==> src/rtl/bsne_pkg.sv <==
// ----------------------------------------------------------------------------
// bsne_pkg
// Shared types and constants for the b-spline stencil node enumerator.
// ----------------------------------------------------------------------------
package bsne_pkg;

	// configuration port geometry
	localparam int CFG_IDX_W  = 3;
	localparam int CFG_DATA_W = 32;
	localparam int SIZE_W     = 9;

	// configuration register indexes
	localparam logic [CFG_IDX_W-1:0] CFG_ORIGIN_X = 3'd0;
	localparam logic [CFG_IDX_W-1:0] CFG_ORIGIN_Y = 3'd1;
	localparam logic [CFG_IDX_W-1:0] CFG_ORIGIN_Z = 3'd2;
	localparam logic [CFG_IDX_W-1:0] CFG_INV_CELL = 3'd3;
	localparam logic [CFG_IDX_W-1:0] CFG_SIZE_X   = 3'd4;
	localparam logic [CFG_IDX_W-1:0] CFG_SIZE_Y   = 3'd5;
	localparam logic [CFG_IDX_W-1:0] CFG_SIZE_Z   = 3'd6;

	// axis selection codes for the shared scaling unit
	localparam logic [1:0] AXIS_X = 2'd0;
	localparam logic [1:0] AXIS_Y = 2'd1;
	localparam logic [1:0] AXIS_Z = 2'd2;

	// reset values of the configuration registers
	localparam logic [31:0]       INV_CELL_RST = 32'd65536;
	localparam logic [SIZE_W-1:0] SIZE_RST     = 9'd256;

	// stencil corner sits one cell below the particle cell
	localparam logic signed [33:0] CORNER_BACK = 34'sd1;

	// input transaction: particle position, signed q16.16
	typedef struct packed {
		logic signed [31:0] pos_x;
		logic signed [31:0] pos_y;
		logic signed [31:0] pos_z;
	} in_t;

	// output transaction: one in-range stencil node
	typedef struct packed {
		logic [7:0]  node_i;
		logic [7:0]  node_j;
		logic [7:0]  node_k;
		logic [23:0] node_address;
		logic        last_node;
	} out_t;

	// controller to datapath commands
	typedef struct packed {
		logic       load;
		logic       issue;
		logic [1:0] axis;
		logic       span_en;
		logic       base1_en;
		logic       base2_en;
		logic       emit;
	} cmd_t;

	// datapath to controller status
	typedef struct packed {
		logic empty;
		logic fire;
		logic last;
	} sts_t;

endpackage

==> src/rtl/bsne_ctrl.sv <==
// ----------------------------------------------------------------------------
// bsne_ctrl
// Sequencer: scale three axes, find the stencil span, then walk the nodes.
// ----------------------------------------------------------------------------
module bsne_ctrl (
	input  logic            clk,
	input  logic            arst_n,
	input  logic            in_valid,
	output logic            in_ready,
	input  bsne_pkg::sts_t  sts,
	output bsne_pkg::cmd_t  cmd
);

	typedef enum logic [5:0] {
		ST_IDLE  = 6'b000001,
		ST_MUL   = 6'b000010,
		ST_SPAN  = 6'b000100,
		ST_BASE1 = 6'b001000,
		ST_BASE2 = 6'b010000,
		ST_EMIT  = 6'b100000
	} state_t;

	// x issued at count 0, z corner lands at the end of count 4
	localparam logic [2:0] MUL_ISSUES = 3'd3;
	localparam logic [2:0] MUL_LAST   = 3'd4;

	state_t     state_q, state_d;
	logic [2:0] cnt_q;
	logic       accept;

	assign in_ready = (state_q == ST_IDLE);
	assign accept   = in_valid && in_ready;

	// next state
	always_comb begin
		state_d = state_q;
		unique case (state_q)
			ST_IDLE:  if (accept) state_d = ST_MUL;
			ST_MUL:   if (cnt_q == MUL_LAST) state_d = ST_SPAN;
			ST_SPAN:  state_d = ST_BASE1;
			ST_BASE1: state_d = sts.empty ? ST_IDLE : ST_BASE2;
			ST_BASE2: state_d = ST_EMIT;
			ST_EMIT:  if (sts.fire && sts.last) state_d = ST_IDLE;
			default:  state_d = ST_IDLE;
		endcase
	end

	// state and issue counter
	always_ff @(posedge clk or negedge arst_n) begin
		if (!arst_n) begin
			state_q <= ST_IDLE;
			cnt_q   <= '0;
		end else begin
			state_q <= state_d;
			if (state_q == ST_MUL) cnt_q <= cnt_q + 3'd1;
			else cnt_q <= '0;
		end
	end

	// command decode
	always_comb begin
		cmd          = '0;
		cmd.load     = accept;
		cmd.issue    = (state_q == ST_MUL) && (cnt_q < MUL_ISSUES);
		cmd.axis     = cnt_q[1:0];
		cmd.span_en  = (state_q == ST_SPAN);
		cmd.base1_en = (state_q == ST_BASE1);
		cmd.base2_en = (state_q == ST_BASE2);
		cmd.emit     = (state_q == ST_EMIT);
	end

endmodule

==> config.mk <==
export PLATFORM = sky130hd
export DESIGN_NAME = bsne_ctrl
export DESIGN_NICKNAME = d
export VERILOG_FILES = /design/src/rtl/bsne_pkg.sv /design/src/rtl/bsne_ctrl.sv
export SDC_FILE = /design/constraint.sdc
export NUM_CORES = 1
export LEC_CHECK = 0
export BUFFER_PORTS_ARGS = -buffer_cell sky130_fd_sc_hd__buf_4
export CAP_MARGIN = 5
export CORE_MARGIN = 3
export CORE_UTILIZATION = 30
export DETAILED_ROUTE_END_ITERATION = 7
export GPL_TIMING_DRIVEN = 0
export PLACE_DENSITY_LB_ADDON = 0.1
export SLEW_MARGIN = 40
export SYNTH_ARGS = -nofsm -noshare
export SYNTH_HDL_FRONTEND = slang
export SYNTH_SLANG_ARGS = --single-unit
==> constraint.sdc <==
create_clock -name clk -period 5.1 [get_ports clk]
set_clock_uncertainty 0.15 [all_clocks]
set_input_delay 0.765 -clock clk [delete_from_list [all_inputs] [get_ports clk]]
set_output_delay 0.765 -clock clk [all_outputs]
set_load 0.1 [all_outputs]
==> results of run 1 <==
==> report_power, final <==
| part | internal [mW] | switching (mW) | leakage (nW) |
|---|---|---|---|
| Clock | 0.0290 | 0.0274 | 0.0177 |
| Sequential | 0.0866 | 0.0168 | 0.120 |
| Combinational | 0.0632 | 0.147 | 0.219 |
| Total | 0.179 | 0.191 | 0.357 |
==> routing by layer <==
| layer | wire (um) | share of wire, % | global-route usage [%] | up-vias |
|---|---|---|---|---|
| li1 | - | - | - | 221 |
| met2 | 512 | 48 | 14.91 | 7 |
| met5 | 0 | 0 | 0 | - |
| met1 | 493 | 47 | 12.05 | 212 |
| met4 | 0 | 0 | 2.844 | 0 |
| met3 | 53 | 5.0 | 5.521 | 0 |
==> cells in the mapped netlist, types with 2 or more instances <==
cell and count:
dfrtp_1 8, buf_4 4, inv_1 4, nor2_1 4
nor4b_1 3, a21oi_1 2, and2_1 2, ha_1 2
nand2_1 2, nor2b_1 2, o21ai_0 2
==> worst max path at each step <==
stage,depth (start not counted),endpoint,slack (ns),from
after floorplan,2,cmd[2],0.24,state_q[1]$_DFFE_PN0P_
after global placement,4,cmd[6],2.23,state_q[5]$_DFFE_PN0P_
after detailed placement,5,cmd[7],2.24,state_q[5]$_DFFE_PN0P_
after CTS,4,cmd[6],1.93,state_q[5]$_DFFE_PN0P_
after global routing,4,cmd[6],1.81,state_q[5]$_DFFE_PN0P_
final,4,cmd[6],1.95,state_q[5]$_DFFE_PN0P_
==> flip-flops by register name, indices dropped and copies added, names as in the netlist <==
| name | cells |
|---|---|
| cnt_q | 3 |
| state_q | 6 |
==> area by class of cell <==
class	count	area [sq um]
Buffer	4	30.03
Clock buffer	3	22.52
Clock inverter	1	5.005
Fill cell	174	894.6
Inverter	4	15.01
Multi-Input combinational cell	37	265.3
Sequential cell	9	226.5
Tap cell	24	30.03
Timing Repair Buffer	14	105.1
==> kinds of logic after synthesis <==
logic type | after synthesis
compound gates | 9
xor+xnor | 2
fa+ha+maj | 2
buf+inv | 8
flops | 9
simple gates | 24
==> through the flow <==
step                instances  worst slack (ns)
finish                     96             1.949
global route               96             1.813
CTS                        96             1.926
detailed placement         92             2.242
global placement           92             2.233
floorplan                  54            0.2404
==> cell usage in the layout (no fill, tap or decap), types with 2 or more instances in the layout <==
cell type / n
buf_4: 18
dfrtp_1: 8
inv_1: 4
nor2_1: 4
nor4b_1: 3
clkbuf_4: 3
nor2b_1: 2
and2_1: 2
nand2_1: 2
a21oi_1: 2
o21ai_0: 2
ha_1: 2
==> critical path: stages, from the launching register on <==
cell and delay, ns:
dfrtp_1 0.46, or4_1 0.53, or3b_4 0.46, a211oi_1 0.19, buf_4 0.33
==> reports/metrics.csv, run 1 <==
stage,metric,value,unit
route,Via density,4.583,
global_routing,largest net degree at the start of global routing,10,
sta,Final Critical Period,3.151,ns
setup_path,R2R Setup Slk,3.13,ns
setup_path,Critical Path Sink Type,output pin,
sta,final slew viol count,0,
finish,layout cells sized above 1,40.28,%
setup_path,Worst Setup Start Kind,register,
pwr,Worst VDD drop,0.0002543,V
route,first drt pass iteration count,4,
global_routing,global route total overflow,0,
place,Port Buffers,14,
sta,hold_ws,0.1601,ns
setup_path,CP required,4.18,ns
pwr,PwrDens,528.9,mW/mm^2
yosys,YS warnings,0,
global_routing,initial antenna violation count,0,
floorplan,Core Rows,14,
pwr,LEAKAGE,0.3567,nW
place,Post-DP HPWL,840.7,um
yosys,multiplexer area fraction after synthesis,0,%
place,placed instance area,671.9,sq um
yosys,cell taking the most area after synthesis,dfrtp_1,
yosys,Post-synth top flop,dfrtp_1,
outcome,status,finished clean,
clocking,postcts setup bufs,0,
clocking,TritonCTS clock tree,built,
yosys,top post-synthesis cells by area,"dfrtp_1 37%, buf_4 5.6%, dfstp_2 4.9%, nor4b_1 4.9%, ha_1 4.7%",
yosys,post-synth top area share,37.30,%
sta,Worst-Margin Slew,0.4839,ns
yosys,post-synthesis xor/xnor area fraction,3.263,%
floorplan,IO Count,15,
clocking,post_cts resized,0,
clocking,CTS root buf,clkbuf_4,
finish,Final #Nets,81,
route,Detail Route Antenna Nets,0,
route,vias post-DR,440,
yosys,Yosys reg bits,9,
global_routing,vias in the first global route,417,
floorplan,Die W,48.30,um
yosys,simple-gate area share of the yosys netlist,29.84,%
floorplan,Die H,48.30,um
place,Routability Congestion,0.8016,
worst_hold_path,HP Class,input pin to asynchronous set/reset pin,
floorplan,DIE AREA,0.002333,sq mm
sta,RSZ-0062 raised after global routing,false,
global_routing,GRT Total Usage,9.883,%
yosys,largest family of logic cells by synthesized area,simple AND/OR/NAND/NOR gates,
sta,worst rel slew slack,67.29,%
yosys,Post-synth EDFFs,0,
yosys,Post-Syn Instances,54,
clocking,Worst-path clk slew,0.06,ns
route,wire per inst,11.03,um
clocking,Num CTS Buffers,3,
yosys,"Distinct cells, synth",30,
sta,Fmax achieved,317.3,MHz
yosys,Syn Area/Cell,9.940,sq um
yosys,Synth Area in Adders,4.662,%
route,DRC Markers,0,
sta,Setup TNS,0,ns
clocking,Max Buffers Root-to-Sink,2,
setup_path,reg2reg start,state_q[5]$_DFFE_PN0P_,
clocking,htree depth,1,
sta,# setup viols final,0,
finish,synthesis-to-finish area growth,30.30,%
finish,final design area excluding fillers,699.4,sq um
finish,Ant. Diodes,0,
setup_path,Crit Path Max Fanout,8,
setup_path,CP arrival,2.24,ns
yosys,sequential cell area fraction in the yosys report,42.19,%
setup_path,Crit Path Category,register to output pin,
route,DRT Wirelength,1059,um
clocking,cts hold-fix bufs,0,
setup_path,worst-case reg-to-reg path depth,4,
sta,final period utilization,61.79,%
finish,post-layout util,43.88,%
yosys,Compound-Gate Fraction of Synth Area,11.66,%
yosys,syn_nets,62,
sta,Fin. Hold Viols,0,
yosys,"FFs w/ async S/R, synth",100.0,%
clocking,CTS sink cnt,9,
yosys,Synth Cell Area,536.8,sq um
floorplan,Core Area,0.001594,sq mm
route,Initial DRC Count,6,
pwr,Overall Power,0.3699,mW
global_routing,global-route wire length before repair,1800,um
setup_path,reg-to-reg endpoint,state_q[1]$_DFFE_PN0P_,
clocking,worst-skew pair later-pin latency,0.26,ns
floorplan,Initial Util,33.67,%
flow_run,max-cap viol count,0,
No activity file was read; power rests on OpenSTA's default activity.
==> run 2: changes to the inputs <==
--- a/config.mk
+++ b/config.mk
@@ -5,6 +5,7 @@
 export SDC_FILE = /design/constraint.sdc
 export NUM_CORES = 1
 export LEC_CHECK = 0
+export ABC_AREA = 1
 export BUFFER_PORTS_ARGS = -buffer_cell sky130_fd_sc_hd__buf_4
 export CAP_MARGIN = 5
 export CORE_MARGIN = 3
==> constraint.sdc (replaced) <==
create_clock -name clk -period 2.99 [get_ports clk]
set_clock_uncertainty 0.15 [all_clocks]
set_input_delay 0.4485 -clock clk [delete_from_list [all_inputs] [get_ports clk]]
set_output_delay 0.4485 -clock clk [all_outputs]
set_load 0.1 [all_outputs]
==> run 2 against run 1 <==
Via count increased by 5.7%; first-iteration DRC count increased by 33%; synthesized area increased by 4.7%; synthesized cell count increased by 30%; largest cell class unchanged; highest routed layer is now met4; core utilization decreased by 1.4 points; setup slack got worse by 1.1 ns.
==> reports/metrics.csv, run 2 <==
stage,metric,value,unit,change
outcome,status,finished clean,,
finish,Final #Nets,98,,+21%
route,first drt pass iteration count,4,,unchanged
sta,final period utilization,73.25,%,
sta,Fmax achieved,456.6,MHz,
route,Detail Route Antenna Nets,0,,unchanged
clocking,Num CTS Buffers,3,,unchanged
pwr,Worst VDD drop,0.0005611,V,+120%
global_routing,largest net degree at the start of global routing,10,,unchanged
route,DRT Wirelength,1051,um,-0.76%
setup_path,CP required,2.39,ns,-1.79 ns
clocking,TritonCTS clock tree,built,,
sta,# setup viols final,0,,unchanged
global_routing,GRT Total Usage,10.34,%,+0.46 points
setup_path,Worst Setup Start Kind,register,,
yosys,cell taking the most area after synthesis,dfrtp_1,,
yosys,post-synth top area share,35.63,%,-1.7 points
yosys,YS warnings,0,,unchanged
finish,top flop regs,"state_q x6, cnt_q x3",,
pwr,PwrDens,1005,mW/mm^2,+90%
clocking,CTS root buf,clkbuf_4,,
setup_path,CP arrival,1.59,ns,-0.65 ns
route,DRC Markers,0,,unchanged
sta,Setup TNS,0,ns,unchanged
finish,Ant. Diodes,0,,unchanged
setup_path,Critical Path Sink Type,output pin,,
yosys,Post-synth top flop,dfrtp_1,,
route,Via density,4.079,,-11%
clocking,htree depth,1,,unchanged
sta,Final Critical Period,2.190,ns,
finish,Multi-input gate area,246.5,sq um,-7.1%
floorplan,Die H,49.28,um,+2.0%
sta,Worst-Margin Slew,0.2794,ns,-0.2045 ns
global_routing,initial antenna violation count,0,,unchanged
sta,RSZ-0062 raised after global routing,false,,
yosys,syn_nets,78,,+26%
yosys,Post-synth EDFFs,0,,unchanged
clocking,Max Buffers Root-to-Sink,2,,unchanged
yosys,"Distinct cells, synth",19,,-37%
yosys,Syn Area/Cell,8.026,sq um,-19%
yosys,"FFs w/ async S/R, synth",100.0,%,unchanged
pwr,LEAKAGE,0.4329,nW,+21%
route,Initial DRC Count,8,,+2
sta,Fin. Hold Viols,0,,unchanged
clocking,worst-skew pair later-pin latency,0.27,ns,about the same
global_routing,global route total overflow,0,,unchanged
finish,fillers,193,,+11%
setup_path,worst-case reg-to-reg path depth,8,,+4
route,vias post-DR,465,,+5.7%
yosys,"top cells by count, synth","16 x inv_1, 12 x nor2_1, 8 x dfrtp_1, 7 x nand2_1, 4 x buf_4",,
global_routing,global-route wire length before repair,1890,um,+5.0%
floorplan,DIE AREA,0.002428,sq mm,+4.1%
yosys,most common cell in the netlist,inv_1,,
finish,post-layout util,42.44,%,-1.4 points
sta,worst rel slew slack,81.53,%,+14 points
place,Port Buffers,14,,unchanged
place,Post-DP HPWL,825.7,um,-1.8%
yosys,top post-synthesis cells by area,"dfrtp_1 36%, inv_1 11%, nor2_1 8.0%, nor2_4 6.0%, nand3_2 5.3%",,
worst_hold_path,HP Class,input pin to register,,
clocking,CTS sink cnt,9,,unchanged
yosys,Yosys reg bits,9,,unchanged
finish,largest register by flop count,state_q,,
sta,final slew viol count,0,,unchanged
floorplan,Initial Util,32.19,%,-1.5 points
finish,Register Area,226.5,sq um,unchanged
setup_path,Crit Path Category,register to output pin,,
finish,layout cells sized above 1,38.20,%,-2.1 points
finish,"commonest non-fill, non-tap cells in the layout","18 x buf_4, 16 x inv_1, 12 x nor2_1",,
floorplan,Core Rows,15,,+1
finish,synthesis-to-finish area growth,31.85,%,
finish,max reg flops,6,,unchanged
setup_path,Crit Path Max Fanout,5,,-3
place,Routability Congestion,0.7087,,-12%
route,wire per inst,9.219,um,-16%
floorplan,Core Area,0.001745,sq mm,+9.5%
floorplan,IO Count,15,,unchanged
flow_run,max-cap viol count,0,,unchanged
worst_hold_path,hold path depth,2,,
yosys,sequential cell area fraction in the yosys report,40.31,%,-1.9 points
yosys,Synth Cell Area,561.8,sq um,+4.7%
global_routing,vias in the first global route,435,,+4.3%
clocking,Worst-path clk slew,0.06,ns,about the same
floorplan,Die W,49.28,um,+2.0%
yosys,Post-Syn Instances,70,,+30%
finish,"most common cell after layout, fill and taps aside",buf_4,,
==> run 2: cell types whose count changed in the layout (fill, tap and decap cells not counted), moves of 3 or more <==
cell / previous run / this run
nand2_1: 2 / 7
inv_1: 4 / 16
nor2_4: 0 / 3
nor2_1: 4 / 12
nand3_2: 0 / 3
nand3_1: 0 / 3
nor4b_1: 3 / 0
==> run 2: area by class of cell <==
type                            instances  share of cell area (%)
Buffer                                  4                   4.054
Clock buffer                            3                   3.041
Clock inverter                          1                  0.6757
Inverter                               17                   8.615
Multi-Input combinational cell         40                   33.28
Sequential cell                         9                   30.57
Tap cell                               25                   4.223
Timing Repair Buffer                   15                   15.54
==> run 2: what timing repair did <==
action / 4_1_cts / 5_1_grt
endpoints found under the hold margin: 8 / 0
setup buffers: 0 / 0
hold buffers: 1 / 0
gates resized for setup: 0 / 0
==> run 2: worst paths after layout <==
| path | startpoint | endpoint | slack (ns) |
|---|---|---|---|
| min in group asynchronous | arst_n | state_q[2]$_DFFE_PN0P_ | 0.39 |
| min | sts[2] | state_q[4]$_DFFE_PN0P_ | 0.19 |
| max | state_q[0]$_DFFE_PN1P_ | cmd[7] | 0.80 |
| min reg2reg | cnt_q[0]$_DFF_PN0_ | cnt_q[0]$_DFF_PN0_ | 0.39 |
| max reg2reg | cnt_q[0]$_DFF_PN0_ | state_q[0]$_DFFE_PN1P_ | 1.63 |
| max in group asynchronous | arst_n | state_q[0]$_DFFE_PN1P_ | 2.08 |
==> run 2: critical path: stages (launching register included) <==
cell and delay [ns]:
dfstp_2 0.55, inv_1 0.04, nor2_1 0.10, nand3_2 0.14, nor2_1 0.12, buf_4 0.11
buf_4 0.27
==> run 2: report_power, final <==
part | internal (mW) | total, mW | switching (mW)
Combinational | 0.116 | 0.463 | 0.346
Sequential | 0.155 | 0.186 | 0.0313
Clock | 0.0494 | 0.0962 | 0.0468
==> run 2: routing by layer <==
layer	global-route usage (%)	vias up	share of wire, %
met3	2.141	5	7.1
li1	-	245	-
met1	13.80	198	44
met5	0	-	0
met2	14.06	17	45
met4	8.531	0	3.8
==> run 2: stage by stage <==
step | std cells | area [sq um] | setup WS [ns] | power, mW | hold slack (ns)
after floorplan | 70 | 566.8 | 0.4157 | 0.5680 | 0.002909
after global placement | 109 | 703.2 | 1.076 | 0.6519 | 0.1310
after detailed placement | 109 | 703.2 | 1.064 | 0.6546 | 0.1316
after CTS | 114 | 740.7 | 0.7742 | 0.7566 | 0.1796
after global routing | 114 | 740.7 | 0.6311 | 0.8056 | 0.1812
final | 114 | 740.7 | 0.8000 | 0.7447 | 0.1882
==> run 2: cell families after synthesis <==
group	Yosys count	share of synthesized area [%]
fa+ha+maj	2	4.454
flops	9	40.31
simple gates	34	33.41
compound gates	3	3.564
buf+inv	21	16.70
xor+xnor	1	1.559
